--- src/design/sau_pkg.sv ---
// ----------------------------------------------------------------------------
// sau_pkg: shared types and constants for the stack arithmetic unit
// Operation and status codes, word width and the divider request/response.
// ----------------------------------------------------------------------------
package sau_pkg;

  localparam int unsigned DATA_W   = 32;
  localparam int unsigned KIND_W   = 3;
  localparam int unsigned STATUS_W = 2;
  localparam int unsigned DEPTH_W  = 7;

  // operation codes carried in the input tuser
  localparam logic [KIND_W-1:0] KIND_PUSH = 3'd0;
  localparam logic [KIND_W-1:0] KIND_POP  = 3'd1;
  localparam logic [KIND_W-1:0] KIND_ADD  = 3'd2;
  localparam logic [KIND_W-1:0] KIND_SUB  = 3'd3;
  localparam logic [KIND_W-1:0] KIND_MUL  = 3'd4;
  localparam logic [KIND_W-1:0] KIND_DIV  = 3'd5;

  // result status codes
  localparam logic [STATUS_W-1:0] ST_OK   = 2'd0;
  localparam logic [STATUS_W-1:0] ST_FULL = 2'd1;
  localparam logic [STATUS_W-1:0] ST_FEW  = 2'd2;
  localparam logic [STATUS_W-1:0] ST_DIVZ = 2'd3;

  // divider start request
  typedef struct packed {
    logic              start;
    logic [DATA_W-1:0] dividend;
    logic [DATA_W-1:0] divisor;
  } div_req_t;

  // divider completion
  typedef struct packed {
    logic              done;
    logic [DATA_W-1:0] quotient;
  } div_rsp_t;

endpackage

--- src/design/sau_div.sv ---
// ----------------------------------------------------------------------------
// sau_div: iterative signed divider
// Restoring division on magnitudes, one quotient bit per cycle, truncating
// toward zero. Quotient is valid while done is high.
// ----------------------------------------------------------------------------
module sau_div (
  input  logic             clk_i,
  input  logic             rst_ni,
  input  sau_pkg::div_req_t req_i,
  output sau_pkg::div_rsp_t rsp_o
);

  localparam int unsigned W      = sau_pkg::DATA_W;
  localparam int unsigned STEP_W = $clog2(W);
  localparam logic [STEP_W-1:0] STEP_LAST = STEP_W'(W - 1);

  logic              busy_q, busy_d;
  logic              done_q, done_d;
  logic [STEP_W-1:0] step_q, step_d;
  logic              neg_q, neg_d;
  logic [W-1:0]      rem_q, rem_d;
  logic [W-1:0]      quo_q, quo_d;
  logic [W-1:0]      dvs_q, dvs_d;
  logic [W:0]        diff;

  // trial subtract of the shifted remainder
  assign diff = {rem_q, quo_q[W-1]} - {1'b0, dvs_q};

  always_comb begin
    busy_d = busy_q;
    done_d = 1'b0;
    step_d = step_q;
    neg_d  = neg_q;
    rem_d  = rem_q;
    quo_d  = quo_q;
    dvs_d  = dvs_q;
    if (req_i.start) begin
      busy_d = 1'b1;
      step_d = '0;
      neg_d  = req_i.dividend[W-1] ^ req_i.divisor[W-1];
      rem_d  = '0;
      quo_d  = req_i.dividend[W-1] ? (~req_i.dividend + 1'b1) : req_i.dividend;
      dvs_d  = req_i.divisor[W-1] ? (~req_i.divisor + 1'b1) : req_i.divisor;
    end else if (busy_q) begin
      if (!diff[W]) begin
        rem_d = diff[W-1:0];
        quo_d = {quo_q[W-2:0], 1'b1};
      end else begin
        rem_d = {rem_q[W-2:0], quo_q[W-1]};
        quo_d = {quo_q[W-2:0], 1'b0};
      end
      step_d = step_q + 1'b1;
      if (step_q == STEP_LAST) begin
        busy_d = 1'b0;
        done_d = 1'b1;
      end
    end
  end

  // control state
  always_ff @(posedge clk_i or negedge rst_ni) begin
    if (!rst_ni) begin
      busy_q <= 1'b0;
      done_q <= 1'b0;
      step_q <= '0;
    end else begin
      busy_q <= busy_d;
      done_q <= done_d;
      step_q <= step_d;
    end
  end

  // datapath
  always_ff @(posedge clk_i) begin
    neg_q <= neg_d;
    rem_q <= rem_d;
    quo_q <= quo_d;
    dvs_q <= dvs_d;
  end

  assign rsp_o.done     = done_q;
  assign rsp_o.quotient = neg_q ? (~quo_q + 1'b1) : quo_q;

endmodule

--- src/design/stack_arithmetic_unit.sv ---
// ----------------------------------------------------------------------------
// stack_arithmetic_unit: operand stack with an integer ALU
// Signed 32-bit word stack in a synchronous memory; one operation per item.
// ----------------------------------------------------------------------------
// Usage:
//   Input channel s_axis: tuser carries the operation (push, pop, add, sub,
//   mul, div), tdata the operand for push. Output channel m_axis: one item
//   per input item with the result word (popped or computed value, else zero),
//   the status and the new depth. Arithmetic pops a (top), then b, and pushes a op b.
// Sequencing:
//   Push, no-op, full-push and too-few cases go straight to the output step;
//   pop reads the top first; add, sub, mul and divide by zero read a, then b,
//   then execute; div also waits for the divider. The single read port of the
//   stack memory serializes the two operand reads, and the one-bit-per-cycle
//   divider sets the divide time. One item is worked on at a time.
// Reset:
//   The stack is empty after reset; memory contents are not cleared, since
//   only entries below the count are read.
// Stall:
//   The result sits in an output register; a new item is accepted while it
//   waits, and the next result holds until the register frees up.
// ----------------------------------------------------------------------------
module stack_arithmetic_unit #(
  parameter int unsigned STACK_DEPTH = 64
) (
  input  logic        clk_i,
  input  logic        rst_ni,
  // input items
  input  logic        s_axis_tvalid_i,
  output logic        s_axis_tready_o,
  input  logic [31:0] s_axis_tdata_i,   // [31:0] operand
  input  logic [2:0]  s_axis_tuser_i,   // [2:0] kind
  // result items
  output logic        m_axis_tvalid_o,
  input  logic        m_axis_tready_i,
  output logic [39:0] m_axis_tdata_o,   // [31:0] top_value, [38:32] depth, [39] zero
  output logic [1:0]  m_axis_tuser_o    // [1:0] status
);

  localparam int unsigned W      = sau_pkg::DATA_W;
  localparam int unsigned ADDR_W = (STACK_DEPTH > 1) ? $clog2(STACK_DEPTH) : 1;
  localparam int unsigned CNT_W  = $clog2(STACK_DEPTH + 1);
  localparam logic [CNT_W-1:0] CNT_FULL = CNT_W'(STACK_DEPTH);
  localparam logic [CNT_W-1:0] CNT_TWO  = CNT_W'(2);

  typedef enum logic [5:0] {
    S_IDLE = 6'b000001,
    S_POP  = 6'b000010,
    S_RDB  = 6'b000100,
    S_EXEC = 6'b001000,
    S_DIV  = 6'b010000,
    S_DONE = 6'b100000
  } state_e;

  state_e                         state_q, state_d;
  logic [CNT_W-1:0]               cnt_q, cnt_d;
  logic [sau_pkg::KIND_W-1:0]     kind_q, kind_d;
  logic [W-1:0]                   a_q, a_d;
  logic [W-1:0]                   res_top_q, res_top_d;
  logic [sau_pkg::STATUS_W-1:0]   res_status_q, res_status_d;
  logic                           out_valid_q, out_valid_d;
  logic [W-1:0]                   out_top_q;
  logic [sau_pkg::STATUS_W-1:0]   out_status_q;
  logic [sau_pkg::DEPTH_W-1:0]    out_depth_q;
  logic                           out_load;

  // stack memory
  logic [W-1:0]      mem [STACK_DEPTH];
  logic [W-1:0]      rd_data_q;
  logic              mem_we;
  logic [ADDR_W-1:0] mem_waddr;
  logic [ADDR_W-1:0] mem_raddr;
  logic [W-1:0]      mem_wdata;

  logic [W-1:0]      prod;
  logic [W-1:0]      alu_res;
  logic              in_accept;

  sau_pkg::div_req_t div_req;
  sau_pkg::div_rsp_t div_rsp;

  sau_div u_div (
    .clk_i  (clk_i),
    .rst_ni (rst_ni),
    .req_i  (div_req),
    .rsp_o  (div_rsp)
  );

  assign s_axis_tready_o = (state_q == S_IDLE);
  assign in_accept       = s_axis_tvalid_i && s_axis_tready_o;

  // a from register, b straight from the memory read port
  assign prod = a_q * rd_data_q;
  always_comb begin
    case (kind_q)
      sau_pkg::KIND_ADD: alu_res = a_q + rd_data_q;
      sau_pkg::KIND_SUB: alu_res = a_q - rd_data_q;
      default:           alu_res = prod;
    endcase
  end

  // sequencer
  always_comb begin
    state_d      = state_q;
    cnt_d        = cnt_q;
    kind_d       = kind_q;
    a_d          = a_q;
    res_top_d    = res_top_q;
    res_status_d = res_status_q;
    mem_we       = 1'b0;
    mem_waddr    = ADDR_W'(cnt_q - 1'b1);
    mem_wdata    = alu_res;
    mem_raddr    = ADDR_W'(cnt_q - 1'b1);
    div_req      = '0;
    out_load     = 1'b0;

    unique case (state_q)
      S_IDLE: begin
        if (in_accept) begin
          kind_d       = s_axis_tuser_i;
          res_top_d    = '0;
          res_status_d = sau_pkg::ST_OK;
          state_d      = S_DONE;
          case (s_axis_tuser_i) inside
            sau_pkg::KIND_PUSH: begin
              if (cnt_q < CNT_FULL) begin
                mem_we    = 1'b1;
                mem_waddr = ADDR_W'(cnt_q);
                mem_wdata = s_axis_tdata_i;
                cnt_d     = cnt_q + 1'b1;
              end else begin
                res_status_d = sau_pkg::ST_FULL;
              end
            end
            sau_pkg::KIND_POP: begin
              if (cnt_q != '0) begin
                state_d = S_POP;
              end else begin
                res_status_d = sau_pkg::ST_FEW;
              end
            end
            sau_pkg::KIND_ADD, sau_pkg::KIND_SUB,
            sau_pkg::KIND_MUL, sau_pkg::KIND_DIV: begin
              if (cnt_q >= CNT_TWO) begin
                state_d = S_RDB;
              end else begin
                res_status_d = sau_pkg::ST_FEW;
              end
            end
            default: ;
          endcase
        end
      end
      S_POP: begin
        res_top_d = rd_data_q;
        cnt_d     = cnt_q - 1'b1;
        state_d   = S_DONE;
      end
      S_RDB: begin
        a_d       = rd_data_q;
        mem_raddr = ADDR_W'(cnt_q - CNT_TWO);
        state_d   = S_EXEC;
      end
      S_EXEC: begin
        mem_waddr = ADDR_W'(cnt_q - CNT_TWO);
        if (kind_q == sau_pkg::KIND_DIV) begin
          if (rd_data_q == '0) begin
            res_status_d = sau_pkg::ST_DIVZ;
            state_d      = S_DONE;
          end else begin
            div_req.start    = 1'b1;
            div_req.dividend = a_q;
            div_req.divisor  = rd_data_q;
            state_d          = S_DIV;
          end
        end else begin
          mem_we    = 1'b1;
          cnt_d     = cnt_q - 1'b1;
          res_top_d = alu_res;
          state_d   = S_DONE;
        end
      end
      S_DIV: begin
        mem_waddr = ADDR_W'(cnt_q - CNT_TWO);
        mem_wdata = div_rsp.quotient;
        if (div_rsp.done) begin
          mem_we    = 1'b1;
          cnt_d     = cnt_q - 1'b1;
          res_top_d = div_rsp.quotient;
          state_d   = S_DONE;
        end
      end
      S_DONE: begin
        if (!out_valid_q || m_axis_tready_i) begin
          out_load = 1'b1;
          state_d  = S_IDLE;
        end
      end
      default: state_d = S_IDLE;
    endcase
  end

  // output register occupancy
  always_comb begin
    out_valid_d = out_valid_q && !m_axis_tready_i;
    if (out_load) begin
      out_valid_d = 1'b1;
    end
  end

  // control state
  always_ff @(posedge clk_i or negedge rst_ni) begin
    if (!rst_ni) begin
      state_q     <= S_IDLE;
      cnt_q       <= '0;
      out_valid_q <= 1'b0;
    end else begin
      state_q     <= state_d;
      cnt_q       <= cnt_d;
      out_valid_q <= out_valid_d;
    end
  end

  // payload registers
  always_ff @(posedge clk_i) begin
    kind_q       <= kind_d;
    a_q          <= a_d;
    res_top_q    <= res_top_d;
    res_status_q <= res_status_d;
    if (out_load) begin
      out_top_q    <= res_top_q;
      out_status_q <= res_status_q;
      out_depth_q  <= sau_pkg::DEPTH_W'(cnt_q);
    end
  end

  // stack memory: one write and one registered read per cycle
  always_ff @(posedge clk_i) begin
    if (mem_we) begin
      mem[mem_waddr] <= mem_wdata;
    end
    rd_data_q <= mem[mem_raddr];
  end

  assign m_axis_tvalid_o = out_valid_q;
  assign m_axis_tdata_o  = {1'b0, out_depth_q, out_top_q};
  assign m_axis_tuser_o  = out_status_q;

endmodule
--- config.mk ---
export PLATFORM = sky130hd
export DESIGN_NAME = stack_arithmetic_unit
export DESIGN_NICKNAME = d
export VERILOG_FILES = /design/src/design/sau_pkg.sv /design/src/design/sau_div.sv /design/src/design/stack_arithmetic_unit.sv
export SDC_FILE = /design/constraint.sdc
export NUM_CORES = 2
export LEC_CHECK = 0
export ABC_AREA = 1
export BUFFER_PORTS_ARGS = -buffer_cell sky130_fd_sc_hd__buf_2
export CAP_MARGIN = 20
export CORE_AREA = 10 10 585 587
export CTS_CLUSTER_DIAMETER = 120
export CTS_CLUSTER_SIZE = 30
export DETAILED_ROUTE_END_ITERATION = 7
export DIE_AREA = 0 0 595 597
export GPL_ROUTABILITY_DRIVEN = 0
export PLACE_DENSITY = 0.46
export SYNTH_ARGS = -nofsm -noshare
export SYNTH_HDL_FRONTEND = slang
export SYNTH_SLANG_ARGS = --single-unit
--- constraint.sdc ---
create_clock -name clk_i -period 10.88 [get_ports clk_i]
set_input_delay 2.176 -clock clk_i [delete_from_list [all_inputs] [get_ports clk_i]]
set_output_delay 2.176 -clock clk_i [all_outputs]
set_load 0.005 [all_outputs]
Word-level counts from Yosys, hierarchy flattened

Memory sizes are Yosys's and may differ from the RTL's. A register that Yosys moved wholly into a read port is not among the register bits.
Cells that the tools add are included.

Memories: 1
Input bits: 39
Register bits after elaboration: 228
Bits in writable memories: 2048
Word-level logic and storage cells: 147

Reduce and logical (&&, ||, !) cells: 18
Multipliers: 1
$lt $le $gt $ge: 2
Equal/unequal tests: 23
$add $sub $neg: 10
Mux-type cells: 70
Bitwise logic cells: 4

Memory list:

| name | depth | bits a word | read ports | clocked after Yosys merged registers in | write ports | line                        | RTL |
|---|---|---|---|---|---|---|---|
| mem  | 64    | 32          | 1          | 1                                       | 1           | stack_arithmetic_unit.sv:68 | `logic [W-1:0] mem [STACK_DEPTH];` |

Operators with widths:

| cell                    | number |
|---|---|
| $mux W32                | 11 |
| $mux W65                | 3 |
| $pmux W32 S2            | 2 |
| $pmux W32 S4            | 1 |
| $add A32 B1 Y32 const B | 3 |
| $not A32 Y32            | 3 |
| $mux W6                 | 14 |
| $pmux W6 S6             | 1 |
| $mux W7                 | 5 |
| $sub A33 B32 Y33        | 1 |
| $add A32 B32 Y32        | 1 |
| $logic_not A32 Y1       | 1 |
| $mul A32 B32 Y32        | 1 |
| $sub A32 B32 Y32        | 1 |
| $mux W31                | 1 |
| $pmux W7 S4             | 1 |
| $mux W1                 | 18 |
| $mux W2                 | 8 |
| $eq A3 B2 Y1 const B    | 4 |
| $pmux W6 S2             | 1 |
| $mux W5                 | 2 |
| $eq A3 B3 Y1 const B    | 3 |
| $ne A2 B1 Y1 const B    | 4 |
| $ne A2 B2 Y1 const B    | 4 |
| 30 further kinds        | 34 |

Depth between registers and ports, before layout

Word-level depth: 8
Depth in mapped cells: 36
Gate-level depth less buffers: 34

By module

From an unflattened synthesis, not the netlist that was laid out.

Cells, all modules: 11213
Area total of the unflattened synthesis: 116855.8 um^2

By module, submodules not included:

| module                | area an instance (um^2) | cells each | times used |
|---|---|---|---|
| stack_arithmetic_unit | 107571.9                | 9757       | 1 |
| sau_div               | 9283.9                  | 1456       | 1 |

Least setup slack after synthesis

No wires, ideal clock.

Kind: register to register
From: register a_q[5]
To: memory mem[0][14] in the netlist's numbering, data pin
Stages on the path, launching flop included: 26
Buffers on the path: 2
Arrival time: 8240 ps
Slack: 1938 ps
Path through: edfxtp_1 clkbuf_1 buf_1 nand2_1 inv_1 fa_1 inv_1 fa_1 fa_1 inv_1 fa_1 ha_1 ha_1 inv_1 fa_1 inv_1 fa_1 ha_1 nand2_1 o21ai_0 a21oi_1 o21ai_0 nor2_1 nor2_1 a21oi_1 o21ai_0

Word-level cells in the longest chain between the ends: 6
Elaborated cells on any way between the ends: 8
Those cells by class: add/sub (2); mul (1); mux (5)

RTL lines:

| what                                           | line                         | RTL |
|---|---|---|
| start, declared                                | stack_arithmetic_unit.sv:58  | `logic [W-1:0] a_q, a_d;` |
| start signal, assigned                         | stack_arithmetic_unit.sv:227 | `a_q <= a_d;` |
| $mul A32 B32 Y32, or another cell as far along | stack_arithmetic_unit.sv:93  | `assign prod = a_q * rd_data_q;` |
| $pmux W32 S2 (*)                               | stack_arithmetic_unit.sv:95  | `case (kind_q)` |
| $mux W32                                       | stack_arithmetic_unit.sv:126 | `if (cnt_q < CNT_FULL) begin` |
| $mux W32                                       | stack_arithmetic_unit.sv:124 | `case (s_axis_tuser_i) inside` |
| $mux W32                                       | stack_arithmetic_unit.sv:119 | `if (in_accept) begin` |
| $pmux W32 S2 (*)                               | stack_arithmetic_unit.sv:117 | `unique case (state_q)` |
| net mem_wdata[14]                              | stack_arithmetic_unit.sv:73  | `logic [W-1:0] mem_wdata;` |
| end, declared                                  | stack_arithmetic_unit.sv:68  |  |

Mark *: on every way through the listed nets, which the timed path passes. The rest lies on a longest branch.

Worst setup path after layout

From: register rd_data_q[5] (read register of mem)
To: memory mem[60][23] in the netlist's numbering, data pin

Word-level cells in the longest chain between the ends: 6
Elaborated cells on any way between the ends: 8
Those cells by class: add/sub (2); mul (1); mux (5)

RTL lines:

| what                                           | line                         | RTL |
|---|---|---|
| start, declared                                | stack_arithmetic_unit.sv:69  | `logic [W-1:0] rd_data_q;` |
| $mul A32 B32 Y32, or another cell as far along | stack_arithmetic_unit.sv:93  |  |
| $pmux W32 S2 (*)                               | stack_arithmetic_unit.sv:95  |  |
| $mux W32                                       | stack_arithmetic_unit.sv:126 |  |
| $mux W32                                       | stack_arithmetic_unit.sv:124 |  |
| $mux W32                                       | stack_arithmetic_unit.sv:119 |  |
| $pmux W32 S2 (*)                               | stack_arithmetic_unit.sv:117 |  |
| net mem_wdata[23]                              | stack_arithmetic_unit.sv:73  |  |

Marks and branches as above.

==> results.json <==
{
  "die_h_um": 597,
  "critPathMaxFanout": 42,
  "rsz0062_at_grt": "false",
  "synth_adder_area_share": 0.0928,
  "synth_mux_area_frac": 0.000445,
  "maxCapViolCount": 0,
  "synthSimpleGateAreaFrac": 0.146,
  "reg2reg_depth": 26,
  "num_vias": 82900,
  "syn_to_final_growth_pct": 7.89,
  "dp_hpwl_um": 255000,
  "cts_setup_buffers": 0,
  "ys_seq_elements": 2308,
  "std_cell_rows": 211,
  "dp.cells": 15100,
  "dieArea_mm2": 0.355,
  "first_global_vias": 80200,
  "async_reset_ff_frac": 0.00910,
  "fin_crit_sh": 0.784,
  "start_kind": "flop",
  "place_ws_ns": 2.41,
  "antenna_found_initial": 22,
  "clockBufferDepth": 4,
  "synth_top_area_frac": 0.579,
  "vias_per_cell": 5.45,
  "yosysSeqAreaShare": 0.595,
  "r2r_slack_ns": 2.35,
  "htreeDepth": 3,
  "worstSetupEndpointType": "flop",
  "finClkSkew_ns": 0.0846,
  "arrival_ns": 9.14,
  "grt_max_degree": 176,
  "hold_end": "out_top_q[17]",
  "setup_viol": 0,
  "path_clk_slew_ns": 0.12,
  "period_minus_slack_ns": 8.53,
  "crit_type": "flop to flop",
  "synthDistinctLibCells": 66,
  "fp.dieW_um": 595,
  "fin_cells": 15200,
  "rr_startpoint": "rd_data_q[5]",
  "drv_slew": 0,
  "dr.pass1.iters": 6,
  "clock-sinks": 2308,
  "routed_wirelength_um": 412000,
  "fin_setup_tns_ns": 0,
  "yosysTopAreaCell": "edfxtp_1",
  "synth-main-ff-cell": "edfxtp_1",
  "timing.rr.end": "mem[60][23]",
  "synth_xor_area_frac": 0.00821,
  "drc": 0,
  "placed_area_mm2": 0.121,
  "worstPathRequired_ns": 11.49,
  "syn_inst": 11000,
  "nets": 11400,
  "grt_overflow": 0,
  "hold_path_depth": 0,
  "relSlewSlack": 0.168,
  "cts_tree": "yes",
  "portBuffers": 81,
  "synth_warnings": 0,
  "wl_per_cell_um": 27.1,
  "cts-buffers-inserted": 98,
  "synth-compound-area-share": 0.0993,
  "clkLatencyLatePin_ns": 0.92,
  "tightestPinTransition_ns": 1.25,
  "root_buffer": "clkbuf_16",
  "hold_start": "res_top_q[17]",
  "synthTopCellsByArea": "edfxtp_1 58%, nand2_1 7.4%, fa_1 7.1%",
  "final_area_mm2": 0.124,
  "ctsResizeCount": 0,
  "core_area_mm2": 0.330,
  "grt_pass1_wl_um": 587000,
  "syn_avg_cell_area_um2": 10.5,
  "hold_viol_final": 0,
  "finalWorstSetupSlack_ns": 2.35,
  "fmax_ghz": 0.117,
  "drt_iter0_drc": 9193,
  "floorplan.initialDensity": 0.350,
  "pin_count": 83,
  "syn_area_mm2": 0.115,
  "synth_edf_count": 2223,
  "hold_path_class": "flop to flop",
  "status": "finished clean",
  "grt_usage": 0.223,
  "antenna_left": 0,
  "synth_top_family_by_area": "simple AND/OR/NAND/NOR gates",
  "holdBufCountCts": 0,
  "synth_nets": 11700,
  "drive_gt1_frac": 0.0555
}
==> logic make-up (layout without fill, tap and decap cells) <==
logic type               Yosys count  count (layout)
AND/OR/NAND/NOR                 4223            4223
adder cells (fa/ha/maj)          609             609
buffers and inverters           1708            1530
other                              1               9
flip-flops                      2308            2308
multiplexers                       5               5
XOR/XNOR                         108             108
AO/OA/AOI/OAI                   2053            2053
==> area by class of cell <==
class                   instances  area [µm²]
inverters                    1065        4030
diodes                          8        20.0
repair buffers                319        2550
well taps                    4366        5460
clock inverters                23         338
multi-input cells            6999       40800
flip-flops and latches       2308       68600
fillers                     32300      205000
clock buffers                 123        2590
==> per-stage QoR <==
stage          utilization  hold slack, ns
2_1_floorplan            -           0.400
3_3_place_gp         0.368           0.404
3_5_place_dp         0.368           0.406
4_1_cts              0.377           0.405
5_1_grt              0.377           0.414
6_report             0.377           0.404
==> state kept, by name, indices dropped and copies added (netlist names) <==
| signal | cells |
|---|---|
| out_top_q | 32 |
| kind_q | 3 |
| m_axis_tuser_o | 2 |
| res_top_q | 32 |
| res_status_q | 2 |
| u_div.step_q | 5 |
| u_div.busy_q | 1 |
| state_q | 6 |
| out_depth_q | 7 |
| u_div.rem_q | 32 |
| m_axis_tvalid_o | 1 |
| u_div.quo_q | 32 |
| u_div.dvs_q | 32 |
| u_div.done_q | 1 |
| mem | 2048 |
| u_div.neg_q | 1 |
| rd_data_q | 32 |
| cnt_q | 7 |
| a_q | 32 |
==> metal layers <==
| layer | part of all wire | global-route usage |
|---|---|---|
| met4 | 0.048 | 0.0908 |
| met2 | 0.44 | 0.342 |
| met3 | 0.075 | 0.0357 |
| met1 | 0.44 | 0.317 |
| met5 | 0.000087 | 0 |
==> cells in the final DEF (no fill, tap or decap), types with 8 or more instances in the layout <==
master and count:
inv_2 11, o22ai_1 487, nand2_1 2257, o21ai_4 11, dfrtp_1 20, dfxtp_1 59, o211ai_1 54, o21bai_1 15
buf_4 212, nand4_1 37, inv_1 1046, nor2_1 1286, clkbuf_16 100, nand3_4 13, o221ai_1 39, buf_2 81
nand3b_1 17, ha_1 199, nand3_1 449, nor2_2 9, nor3_1 34, xnor2_1 40, a31oi_1 8, edfxtp_1 2223
nor4_1 11, a21o_1 18, or2_2 11, diode_2 8, o21ai_1 19, nor3_2 8, clkbuf_1 23, xor2_1 68
a21oi_1 169, nor2_4 62, fa_1 410, o21ai_0 1185, buf_12 21
==> synthesized netlist by cell type, drive strengths merged (40+ instances only) <==
library cell	n
nand2	2268
edfxtp	2223
nor2	1357
o21ai	1217
inv	1061
o22ai	487
nand3	465
fa	410
clkbuf	406
buf	237
ha	199
a21oi	169
xor2	68
dfxtp	64
o211ai	54
nor3	43
o221ai	40
xnor2	40
==> how the worst max path moves through the flow <==
stage,slack (ns),to,from
CTS,2.46,mem[52][26],rd_data_q[7]
detailed placement,2.41,mem[27][26],rd_data_q[7]
finish,2.35,mem[60][23],rd_data_q[5]
global placement,2.38,mem[36][29],a_q[15]
floorplan,1.94,mem[0][14],a_q[5]
global route,1.99,mem[17][27],a_q[18]
==> critical path, stage by stage, from the launching register on <==
cell,delay [ns]
dfxtp_1,0.99
buf_4,0.35
nand2_1,0.07
inv_1,0.10
fa_1,0.42
fa_1,0.39
inv_1,0.09
fa_1,0.40
fa_1,0.49
inv_1,0.04
ha_1,0.27
ha_1,0.29
fa_1,0.50
fa_1,0.41
ha_1,0.36
nand2_1,0.11
nor2_1,0.38
nand3_1,0.16
nand3_1,0.24
a21oi_1,0.17
o21ai_0,0.34
nand2_1,0.12
nand3_1,0.09
nand3_1,0.11
nand3_1,0.16
nand3_4,0.68
buf_4,0.53
Power is left out: the tool's default activity adds up to more than one toggle a clock period on the data nets, which glitch-free logic cannot reach.
